<file path="src/hdl/lzfd_pkg.sv">
package lzfd_pkg;

  // History window size (bytes)
  localparam int HISTORY_DEPTH = 16384;

  // Token layout
  localparam int          DIST_BITS = 14;
  localparam logic [13:0] DIST_MASK = 14'h3FFF;
  localparam int          DIST_W    = 15;
  localparam int          LEN_W     = 6;
  localparam logic [5:0]  MIN_MATCH = 6'd3;

  // Flags carried by one flag word
  localparam logic [4:0] FLAGS_PER_WORD = 5'd30;

  // Command queue between parser and copy engine
  localparam int QUEUE_DEPTH = 4;
  localparam int QPTR_W      = $clog2(QUEUE_DEPTH);

  typedef enum logic {
    CMD_LIT,
    CMD_MATCH
  } cmd_kind_t;

  typedef struct packed {
    cmd_kind_t           kind;
    logic [7:0]          lit;
    logic [DIST_W-1:0]   match_dist;
    logic [LEN_W-1:0]    len;
  } cmd_t;

endpackage

</file>
<file path="src/hdl/lzfd_queue.sv">
module lzfd_queue (
  input  logic               clk,
  input  logic               rst_n,
  input  logic               push,
  input  lzfd_pkg::cmd_t     push_cmd,
  input  logic               pop,
  output lzfd_pkg::cmd_t     pop_cmd,
  output logic               q_valid,
  output logic               q_full
);

  lzfd_pkg::cmd_t entries_r [lzfd_pkg::QUEUE_DEPTH];
  logic [lzfd_pkg::QPTR_W-1:0] wr_ptr_r, wr_ptr_nxt;
  logic [lzfd_pkg::QPTR_W-1:0] rd_ptr_r, rd_ptr_nxt;
  logic [lzfd_pkg::QPTR_W:0]   count_r, count_nxt;
  logic                        do_push, do_pop;

  assign q_valid = (count_r != '0);
  assign q_full  = (count_r == (lzfd_pkg::QPTR_W + 1)'(lzfd_pkg::QUEUE_DEPTH));
  assign pop_cmd = entries_r[rd_ptr_r];
  assign do_push = push && !q_full;
  assign do_pop  = pop && q_valid;

  // Advance pointers and occupancy
  always_comb begin
    wr_ptr_nxt = do_push ? wr_ptr_r + 1'b1 : wr_ptr_r;
    rd_ptr_nxt = do_pop ? rd_ptr_r + 1'b1 : rd_ptr_r;
    count_nxt  = count_r;
    if (do_push && !do_pop) begin
      count_nxt = count_r + 1'b1;
    end else if (!do_push && do_pop) begin
      count_nxt = count_r - 1'b1;
    end
  end

  always_ff @(posedge clk) begin
    if (!rst_n) begin
      wr_ptr_r <= '0;
      rd_ptr_r <= '0;
      count_r  <= '0;
    end else begin
      wr_ptr_r <= wr_ptr_nxt;
      rd_ptr_r <= rd_ptr_nxt;
      count_r  <= count_nxt;
    end
  end

  // Store the pushed command
  always_ff @(posedge clk) begin
    if (do_push) begin
      entries_r[wr_ptr_r] <= push_cmd;
    end
  end

  a_no_overflow: assert property (@(posedge clk) disable iff (!rst_n)
    count_r <= (lzfd_pkg::QPTR_W + 1)'(lzfd_pkg::QUEUE_DEPTH))
    else $error("queue occupancy exceeds depth");

  a_push_not_full: assert property (@(posedge clk) disable iff (!rst_n)
    push |-> !q_full)
    else $error("push into full queue");

endmodule

</file>
<file path="config.mk">
export PLATFORM = sky130hd
export DESIGN_NAME = lzfd_queue
export DESIGN_NICKNAME = d
export VERILOG_FILES = /design/src/hdl/lzfd_pkg.sv /design/src/hdl/lzfd_queue.sv
export SDC_FILE = /design/constraint.sdc
export NUM_CORES = 1
export LEC_CHECK = 0
export BUFFER_PORTS_ARGS = -buffer_cell sky130_fd_sc_hd__buf_2
export CAP_MARGIN = 20
export CORE_MARGIN = 4
export CORE_UTILIZATION = 55
export CTS_CLUSTER_SIZE = 12
export DETAILED_ROUTE_END_ITERATION = 7
export PLACE_DENSITY = 0.77
export SYNTH_ARGS = -nofsm -noshare
export SYNTH_HDL_FRONTEND = slang
export SYNTH_SLANG_ARGS = --single-unit
</file>
<file path="constraint.sdc">
create_clock -name clk -period 2.5 [get_ports clk]
set_clock_uncertainty 0.15 [all_clocks]
set_input_delay 0.375 -clock clk [delete_from_list [all_inputs] [get_ports clk]]
set_output_delay 0.375 -clock clk [all_outputs]
set_load 0.02 [all_outputs]
</file>
==> metrics.md <==
| Metric | Value |
|---|---|
| Status | finished, final reports clean |
| DRT Pass-1 Iters | 4 |
| Crit path max fanout | 13 |
| Synth warn | 0 |
| Die Y | 101.6 µm |
| Register area share after synthesis | 0.7850 |
| Worst Setup EP | pop_cmd[5] |
| Shortest period the worst path allows | 2.388 ns |
| # IOs | 66 |
| Tightest slew margin relative to the limit | 0.7163 |
| DRC | 0 |
| Post-Route WL | 8344 µm |
| Metal2 WL | 4463 µm |
| Final hold vios | 0 |
| Antenna Nets Post-Route | 0 |
| Main flop type after synthesis | edfxtp_1 |
| Gr usage total | 0.1820 |
| Worst min path class | input port to register |
| Sinks on Clock Net | 129 |
| Worst-Margin Slew | 0.4255 ns |
| PortBufs | 65 |
| Initial core utilization | 0.5750 |
| Count of final max-slew check failures | 0 |
| Dpl ws | 0.2792 ns |
| GRT overflow | 0 |
| Area contributors post-synth | edfxtp_1 (75%), mux4_2 (14%), dfxtp_1 (3.7%) |
| Final core occ | 0.7470 |
| Reg2Reg Depth | 7 |
| Hold Crit Depth | 3 |
| CTS Buffer Depth | 2 |
| Power Total | 6.923 mW |
| Setup TNS | 0 ns |
| Post-Route M1 WL | 3428 µm |
| Clock transition at path regs | 0.06 ns |
| Final Cell Area | 6261 µm² |
| Synth top area share | 0.7477 |
| Crit. End Element | output pin |
| Final period utilization | 0.9552 |
| Cell Area, Synth | 4820 µm² |
| Routability Congestion | 0.7394 |
| Layout cells sized above 1 | 0.4311 |
| Data arrival, critical path | 1.86 ns |
| Via count | 2304 |
| Largest net degree at the start of global routing | 21 |
| DP Wirelength | 4901 µm |
| Final nets | 361 |
| Met3 wire len | 384 µm |
| CP required | 1.98 ns |
| CTS tree | built |
| RSZ-0062 raised after global routing | false |
| Row count | 33 |
| Max-cap viol count | 0 |
| Drt initial violations | 62 |
| Post-synth cell types | 22 |
| Crit Path Class | register to output pin |
| Crit Reg-Reg Endpoint | count_r[2]$_SDFFE_PN0P_ |
| Global-route wire length before repair | 13550 µm |
| Achievable frequency | 418.8 MHz |
| Initial antenna violation count | 0 |
| Static Leakage | 2.214 nW |
| Diode count | 0 |
| CORE AREA | 8382 µm² |
| Clk root buf | clkbuf_8 |
| PwrDens | 1106 nW/µm² |
| Post-CTS setup buffer count | 0 |
| Number of CTS-inserted buffers | 17 |
| Via/cell ratio | 5.248 |
| R2r startpoint | count_r[1]$_SDFFE_PN0P_ |
| Max IR drop VDD | 0.0005831 V |
| Die area | 10320 µm² |
| Element type at the critical path start | register |
| Area delta synth->final | 29.91% |
| DP Area | 5328 µm² |
| Top Layer Used | met4 |
| Flops & latches, synth | 129 |
| Setup slack, reg-to-reg | 0.29 ns |
| Syn avg cell area | 23.63 µm² |
| Syn Nets | 244 |
| Cells after synthesis | 204 |
| DIE WIDTH | 101.6 µm |
| CTS HTree Levels | 4 |
| Asr flop ratio synth | 0 |
| Setup violators final | 0 |
| Area leader, netlist | edfxtp_1 |
| Worst skew pair latency | 0.50 ns |
| Post-synth EDFFs | 120 |
| Setup ws final | 0.1120 ns |
| Vias in the first global route | 2568 |
| WL/cell | 19.01 µm |
==> final cells by class <==
cell class / count / area (µm²)
clock inverter: 14 / 211.5
inverter: 3 / 11.26
multi-input combinational: 64 / 965.9
clock buffer: 18 / 417.9
sequential: 129 / 3786
tap: 105 / 131.4
fill: 471 / 2121
timing repair buffer: 106 / 737.0
==> layout by cell type (no fill, tap or decap), drive strengths merged <==
cell | Yosys | layout
dfxtp | 9 | 9
nor2b | 2 | 2
ha | 5 | 5
mux2i | 3 | 3
o21ai | 1 | 1
a21boi | 1 | 1
dlygate4sd3 | 0 | 30
fa | 1 | 1
clkinvlp | 0 | 3
xnor2 | 3 | 3
buf | 7 | 76
o311ai | 1 | 1
clkinv | 0 | 5
clkbuf | 1 | 18
mux4 | 30 | 30
o31ai | 1 | 1
nor3b | 1 | 1
edfxtp | 120 | 120
xor2 | 1 | 1
and2 | 8 | 8
or3 | 2 | 2
inv | 3 | 4
nand2 | 4 | 4
bufinv | 0 | 5
==> cell families after synthesis <==
family	share of synthesized area
compound gates	0.007009
xor+xnor	0.007270
fa+ha+maj	0.01713
buf+inv	0.01557
flops	0.7850
mux	0.1464
simple gates	0.02155
==> Yosys cell counts, types with 2 or more instances <==
| cell type | count |
|---|---|
| and2_1 | 8 |
| mux4_2 | 30 |
| buf_6 | 4 |
| ha_1 | 5 |
| inv_1 | 3 |
| edfxtp_1 | 120 |
| buf_2 | 3 |
| nand2_1 | 4 |
| xnor2_1 | 3 |
| dfxtp_1 | 9 |
| mux2i_1 | 3 |
| nor2b_1 | 2 |
==> report_power, final <==
| group | switching, mW | internal (mW) | total [mW] |
|---|---|---|---|
| combinational | 0.860 | 0.738 | 1.60 |
| sequential | 0.110 | 2.63 | 2.74 |
| clock | 0.870 | 1.72 | 2.59 |
| total | 1.84 | 5.08 | 6.92 |
==> metrics by stage <==
stage,std cells,hold WS [ns]
3_3_place_gp,377,0.3363
4_1_cts,439,0.02991
5_1_grt,439,0.05991
6_report,439,0.05452
2_1_floorplan,204,0.3177
3_5_place_dp,377,0.3531
==> worst max-delay path, stage by stage, from the launching register on <==
cell and delay (ns):
dfxtp_2 0.34, buf_4 0.28, mux4_2 0.56, buf_2 0.18
==> flip-flops by register name (all words and copies together), names as in the netlist, named ones only <==
signal,cells
entries_r,120
wr_ptr_r,2
count_r,3
rd_ptr_r,2
==> timing repair <==
item / in CTS / in global routing
endpoints found under the hold margin: 120 / 0
gates resized for setup: 0 / 1
setup endpoints to repair: 0 / 14
hold buffers: 30 / 0
==> metal layers <==
layer | global-route usage | vias up
met5 | 0 | -
met4 | 0.06748 | 0
met3 | 0.05716 | 6
met2 | 0.3078 | 66
met1 | 0.2211 | 1158
li1 | - | 1074
==> worst min path at each step <==
stage                             startpoint                  endpoint
floorplan           wr_ptr_r[1]$_SDFFE_PN0P_  wr_ptr_r[1]$_SDFFE_PN0P_
global placement    wr_ptr_r[0]$_SDFFE_PN0P_  wr_ptr_r[0]$_SDFFE_PN0P_
detailed placement  wr_ptr_r[1]$_SDFFE_PN0P_  wr_ptr_r[1]$_SDFFE_PN0P_
CTS                                    rst_n  wr_ptr_r[1]$_SDFFE_PN0P_
global route                           rst_n  rd_ptr_r[0]$_SDFFE_PN0P_
finish                                 rst_n  wr_ptr_r[1]$_SDFFE_PN0P_
Note: power is estimated with default switching activity, not from simulation.
