<file path="src/hdl/lzfd_pkg.sv">
package lzfd_pkg;

  // History window size (bytes)
  localparam int HISTORY_DEPTH = 16384;

  // Token layout
  localparam int          DIST_BITS = 14;
  localparam logic [13:0] DIST_MASK = 14'h3FFF;
  localparam int          DIST_W    = 15;
  localparam int          LEN_W     = 6;
  localparam logic [5:0]  MIN_MATCH = 6'd3;

  // Flags carried by one flag word
  localparam logic [4:0] FLAGS_PER_WORD = 5'd30;

  // Command queue between parser and copy engine
  localparam int QUEUE_DEPTH = 4;
  localparam int QPTR_W      = $clog2(QUEUE_DEPTH);

  typedef enum logic {
    CMD_LIT,
    CMD_MATCH
  } cmd_kind_t;

  typedef struct packed {
    cmd_kind_t           kind;
    logic [7:0]          lit;
    logic [DIST_W-1:0]   match_dist;
    logic [LEN_W-1:0]    len;
  } cmd_t;

endpackage

</file>
<file path="src/hdl/lzfd_front.sv">
module lzfd_front (
  input  logic               clk,
  input  logic               rst_n,
  input  logic               in_valid,
  input  logic [7:0]         in_byte,
  output logic               in_stall,
  input  logic               q_full,
  output logic               q_push,
  output lzfd_pkg::cmd_t     q_cmd
);

  typedef enum logic [1:0] {
    PH_FLAGS,
    PH_ITEM,
    PH_TOKEN
  } phase_t;

  phase_t      phase_r, phase_nxt;
  logic [31:0] flag_word_r, flag_word_nxt;
  logic [4:0]  flags_left_r, flags_left_nxt;
  logic [1:0]  hdr_cnt_r, hdr_cnt_nxt;
  logic [7:0]  token_hi_r, token_hi_nxt;
  logic [1:0]  shrink_r, shrink_nxt;
  logic        accept;
  logic [15:0] token;
  logic [13:0] dist_field;
  logic [4:0]  flags_dec;

  assign in_stall = q_full;
  assign accept   = in_valid && !q_full;
  assign token    = {token_hi_r, in_byte};
  assign flags_dec = flags_left_r - 5'd1;

  // Split the token: low bits are distance, upper bits are length
  assign dist_field = token[13:0] & (lzfd_pkg::DIST_MASK >> shrink_r);

  always_comb begin
    phase_nxt        = phase_r;
    flag_word_nxt    = flag_word_r;
    flags_left_nxt   = flags_left_r;
    hdr_cnt_nxt      = hdr_cnt_r;
    token_hi_nxt     = token_hi_r;
    shrink_nxt       = shrink_r;
    q_push           = 1'b0;
    q_cmd.kind       = lzfd_pkg::CMD_LIT;
    q_cmd.lit        = in_byte;
    q_cmd.match_dist = {1'b0, dist_field} + 15'd1;
    q_cmd.len        = 6'(token >> (lzfd_pkg::DIST_BITS - int'(shrink_r)))
                       + lzfd_pkg::MIN_MATCH;
    if (accept) begin
      unique case (phase_r)
        PH_FLAGS: begin
          // Collect the big-endian flag word
          flag_word_nxt = {flag_word_r[23:0], in_byte};
          hdr_cnt_nxt   = hdr_cnt_r + 2'd1;
          if (hdr_cnt_r == 2'd3) begin
            shrink_nxt     = in_byte[1:0];
            flags_left_nxt = lzfd_pkg::FLAGS_PER_WORD;
            phase_nxt      = PH_ITEM;
          end
        end
        PH_ITEM: begin
          if (!flag_word_r[31]) begin
            // Literal: queue it and advance to the next flag
            q_push         = 1'b1;
            flag_word_nxt  = {flag_word_r[30:0], 1'b0};
            flags_left_nxt = flags_dec;
            phase_nxt      = (flags_dec == 5'd0) ? PH_FLAGS : PH_ITEM;
          end else begin
            token_hi_nxt = in_byte;
            phase_nxt    = PH_TOKEN;
          end
        end
        PH_TOKEN: begin
          // Match token complete: queue it and advance to the next flag
          q_push         = 1'b1;
          q_cmd.kind     = lzfd_pkg::CMD_MATCH;
          flag_word_nxt  = {flag_word_r[30:0], 1'b0};
          flags_left_nxt = flags_dec;
          phase_nxt      = (flags_dec == 5'd0) ? PH_FLAGS : PH_ITEM;
        end
        default: begin
          phase_nxt = PH_FLAGS;
        end
      endcase
    end
  end

  always_ff @(posedge clk) begin
    if (!rst_n) begin
      phase_r      <= PH_FLAGS;
      flag_word_r  <= '0;
      flags_left_r <= '0;
      hdr_cnt_r    <= '0;
      token_hi_r   <= '0;
      shrink_r     <= '0;
    end else begin
      phase_r      <= phase_nxt;
      flag_word_r  <= flag_word_nxt;
      flags_left_r <= flags_left_nxt;
      hdr_cnt_r    <= hdr_cnt_nxt;
      token_hi_r   <= token_hi_nxt;
      shrink_r     <= shrink_nxt;
    end
  end

  // Item phases always have a flag left to consume
  a_flags_in_item: assert property (@(posedge clk) disable iff (!rst_n)
    (phase_r == PH_ITEM || phase_r == PH_TOKEN) |-> flags_left_r != 5'd0)
    else $error("item phase with no flag left");

  // Header counter only moves while collecting a flag word
  a_hdr_idle: assert property (@(posedge clk) disable iff (!rst_n)
    (phase_r != PH_FLAGS) |-> hdr_cnt_r == 2'd0)
    else $error("header count out of phase");

  // A token high byte never enqueues a command
  a_no_push_hi: assert property (@(posedge clk) disable iff (!rst_n)
    (phase_r == PH_ITEM && flag_word_r[31]) |-> !q_push)
    else $error("push on token high byte");

endmodule

</file>
<file path="config.mk">
export PLATFORM = sky130hd
export DESIGN_NAME = lzfd_front
export DESIGN_NICKNAME = d
export VERILOG_FILES = /design/src/hdl/lzfd_pkg.sv /design/src/hdl/lzfd_front.sv
export SDC_FILE = /design/constraint.sdc
export NUM_CORES = 1
export LEC_CHECK = 0
export ABC_AREA = 0
export ABC_CLOCK_PERIOD_IN_PS = 2500
export CORE_AREA = 2 2 84 86
export DETAILED_ROUTE_END_ITERATION = 8
export DIE_AREA = 0 0 86 88
export DONT_BUFFER_PORTS = 1
export PLACE_DENSITY_LB_ADDON = 0.2
export SYNTH_ARGS = -nofsm -noshare
export SYNTH_HDL_FRONTEND = slang
export SYNTH_SLANG_ARGS = --single-unit
</file>
<file path="constraint.sdc">
create_clock -name clk -period 2.5 [get_ports clk]
set_input_delay 0.125 -clock clk [delete_from_list [all_inputs] [get_ports clk]]
set_output_delay 0.125 -clock clk [all_outputs]
set_load 0.02 [all_outputs]
</file>
==> results by group <==
Outcome
  • Status: finished clean

Power and ir drop
  • VDD IR max: roughly 270 µV
  • Leakage: 0.001153 µW
  • PwrDens: 463.5 nW/µm²

Detailed routing
  • Via density: just under 6
  • WL per Instance: 15.55 µm
  • Top Layer Used: met4
  • Via count: ~2500
  • Initial DRT Pass Iterations: 4
  • Detail Route Antenna Nets: 0
  • Wire length on met2: 3.326 mm
  • WL met1: 3.136 mm
  • # DRC: 0
  • Iter 0 DRT Violations: about 150
  • Routed wire length: about 7 mm
  • Routed met3 length: approximately 290 µm

Timing
  • Layout Skew: 0.004740 ns
  • Slew headroom: 29.71%
  • Crit path time final: approximately 2.5 ns
  • Slew @ Worst Pin: about 1.1 ns
  • Setup slack after layout: ~0.007 ns
  • Final setup violation count: 0
  • Final Max Slew Viols: 0
  • Final total negative setup slack: 0 ns
  • Highest clock rate: approximately 400 MHz
  • RSZ-0062 raised after global routing: true
  • Final Hold Viols: 0
  • Tcrit/Tclk final: 99.72%

Synth
  • Yosys reg bits: about 50
  • Cells after Synth: roughly 360
  • Yosys warnings: 0
  • Number of synthesized flops with an enable pin: 0
  • Average cell area after synthesis: 8.242 µm²
  • Cell variety after synth: 39
  • Async SR Flop Fraction: 0%
  • Post-synthesis cell area: just under 3000 µm²
  • Synthesized net count: between 300 and 400
  • Most used DFF post-synth: dfxtp_1
  • Seq/Total Area, Yosys: 34.80%

Setup path
  • Max FO, Critical Path: 6
  • Critical path class: flop to primary output
  • Type of destination of the critical path: primary output
  • Worst endpoint data arrival time: approximately 2.4 ns
  • Required @ worst endpoint: approximately 2.4 ns
  • Startpoint types: flop

Final layout
  • Synthesis-to-finish area growth: 11.00%
  • Commonest cells after routing, fill and taps aside: dfxtp_1, nor2_1, nand2_1, a221oi_1, nor3_1
  • Post-route cell area: between 3000 and 4000 µm²
  • Fin nets: 381
  • Most common cell after layout, fill and taps aside: dfxtp_1
  • Layout Cells excl Fill: 439
  • # diodes: 0
  • Share of cells above drive strength 1: about an eighth

Placement
  • Post-Place Worst Slack: approximately 0.075 ns
  • Port bufs: 0
  • Inst Count DP: between 400 and 500
  • Gpl congestion: 0.8783
  • Placed cell areas: ~3000 µm²
  • Post-DP HPWL: roughly 4.6 mm

Clocking
  • CTS sink cnt: 51
  • H-tree levels: 2
  • Root Buffer: clkbuf_8
  • CTS buffer count: 5
  • Max Buffers Root-to-Sink: 2
  • CTS tree: built
  • Clock transition at path regs: 0.10 ns
  • Clock Latency Late Sink: 0.30 ns

Floorplanning
  • Core Box Area: 6644 µm²
  • Initial core utilization: 44.16%
  • IO Count: between 40 and 50
  • Die area: roughly 7600 µm²
  • DIE WIDTH: approximately 86 µm
  • Die Height: about 90 µm
  • Std cell rows: 30

Flow run
  • Max-Cap Viols: 0

Global routing
  • First-pass GRT wire length: roughly 11 mm
  • Total global-route track usage: between 10% and 20%
  • Gr ovfl total: 0
  • Initial antenna violation count: 0
  • Vias in the first global route: 2307
  • Largest net degree at the start of global routing: 51

Worst hold path
  • Hold WC Path Type: input pin to flop
[cell usage after synthesis (2+ instances only)]
cell	number	area share (%)
clkbuf_1	17	2.2
buf_4	9	2.3
inv_1	15	1.9
mux4_2	2	1.5
a21o_1	2	0.51
nand2_1	35	4.5
a21oi_1	17	2.9
nor3_1	32	5.5
nor2b_1	6	1.3
a221oi_1	30	9.0
mux2i_1	11	3.8
a311oi_1	4	1.2
dfxtp_1	51	35
nand3_1	13	2.2
xnor2_1	11	3.3
a22oi_1	3	0.77
xor2_1	6	1.8
ha_1	11	4.7
nor2_1	45	5.8
and2_1	3	0.64
o21ai_0	6	1.0
and3_1	5	1.1
clkbuf_8	2	0.94
mux2_2	5	1.9
[worst max-delay path, cell delays in order (launching register included)]
cell     delay (ns)
dfxtp_2        0.33
inv_1          0.06
ha_4           0.33
buf_6          0.13
mux2i_1        0.08
mux4_2         0.54
ha_4           0.20
nor3_4         0.18
xnor2_2        0.19
[area by class of cell]
cell class	instances	area, µm²
sequential	51	1023
inverter	16	60.06
fill	649	3387
multi-input combinational	260	1775
timing repair buffer	24	206.4
clock inverter	3	22.52
tap	80	100.1
clock buffer	5	68.82
[path summary, 6_finish.rpt]
kind	start	end	slack, ns	depth (start not counted)
min	in_byte[5]	flag_word_r[5]	0.03	2
max	shrink_r[0]	q_cmd[4]	0.007	8
max reg2reg	phase_r[1]	flag_word_r[27]	0.28	5
min reg2reg	flag_word_r[0]	flag_word_r[0]	0.49	2
[report_power, final]
part           internal, µW  switching (µW)  total [µW]
logic                  59.2            83.5         143
clock network           203             292         495
registers               847            25.4         872
[metrics by stage]
step	power, µW	utilization, %	hold slack [ns]
final	1510	49.02	0.03207
after global routing	1585	49.02	0.03147
after CTS	1528	48.08	0.02711
after detailed placement	1021	44.90	0.2502
after global placement	1020	44.90	0.2502
after floorplan	1016	-	0.2610
[layer usage]
metal | global-route usage (%) | vias up
met1 | 25.13 | 1205
met2 | 29.67 | 51
met4 | 5.195 | 0
met5 | 0 | -
li1 | - | 1276
met3 | 2.828 | 9
[logic make-up after synthesis]
| logic type | count (synthesis) | synth area share [%] |
|---|---|---|
| muxes | 18 | 7.207 |
| buffers and inverters | 45 | 7.846 |
| AOI/OAI and AO/OA | 70 | 18.29 |
| adders and majority gates | 11 | 4.691 |
| xor gates and xnor gates | 17 | 5.075 |
| DFF | 51 | 34.80 |
| and+or+nand+nor | 144 | 22.09 |
[what timing repair did]
item,in CTS,in global routing
pin swaps,2,5
hold buffers,9,0
gates resized for setup,6,14
setup endpoints to repair,5,5
endpoints found under the hold margin,12,0
setup buffers,0,2
[registers in the layout, indices dropped and copies added (netlist names)]
name          count
token_hi_r        8
flag_word_r      32
flags_left_r      5
phase_r           2
hdr_cnt_r         2
shrink_r          2
(Power assumes the default switching activity.)
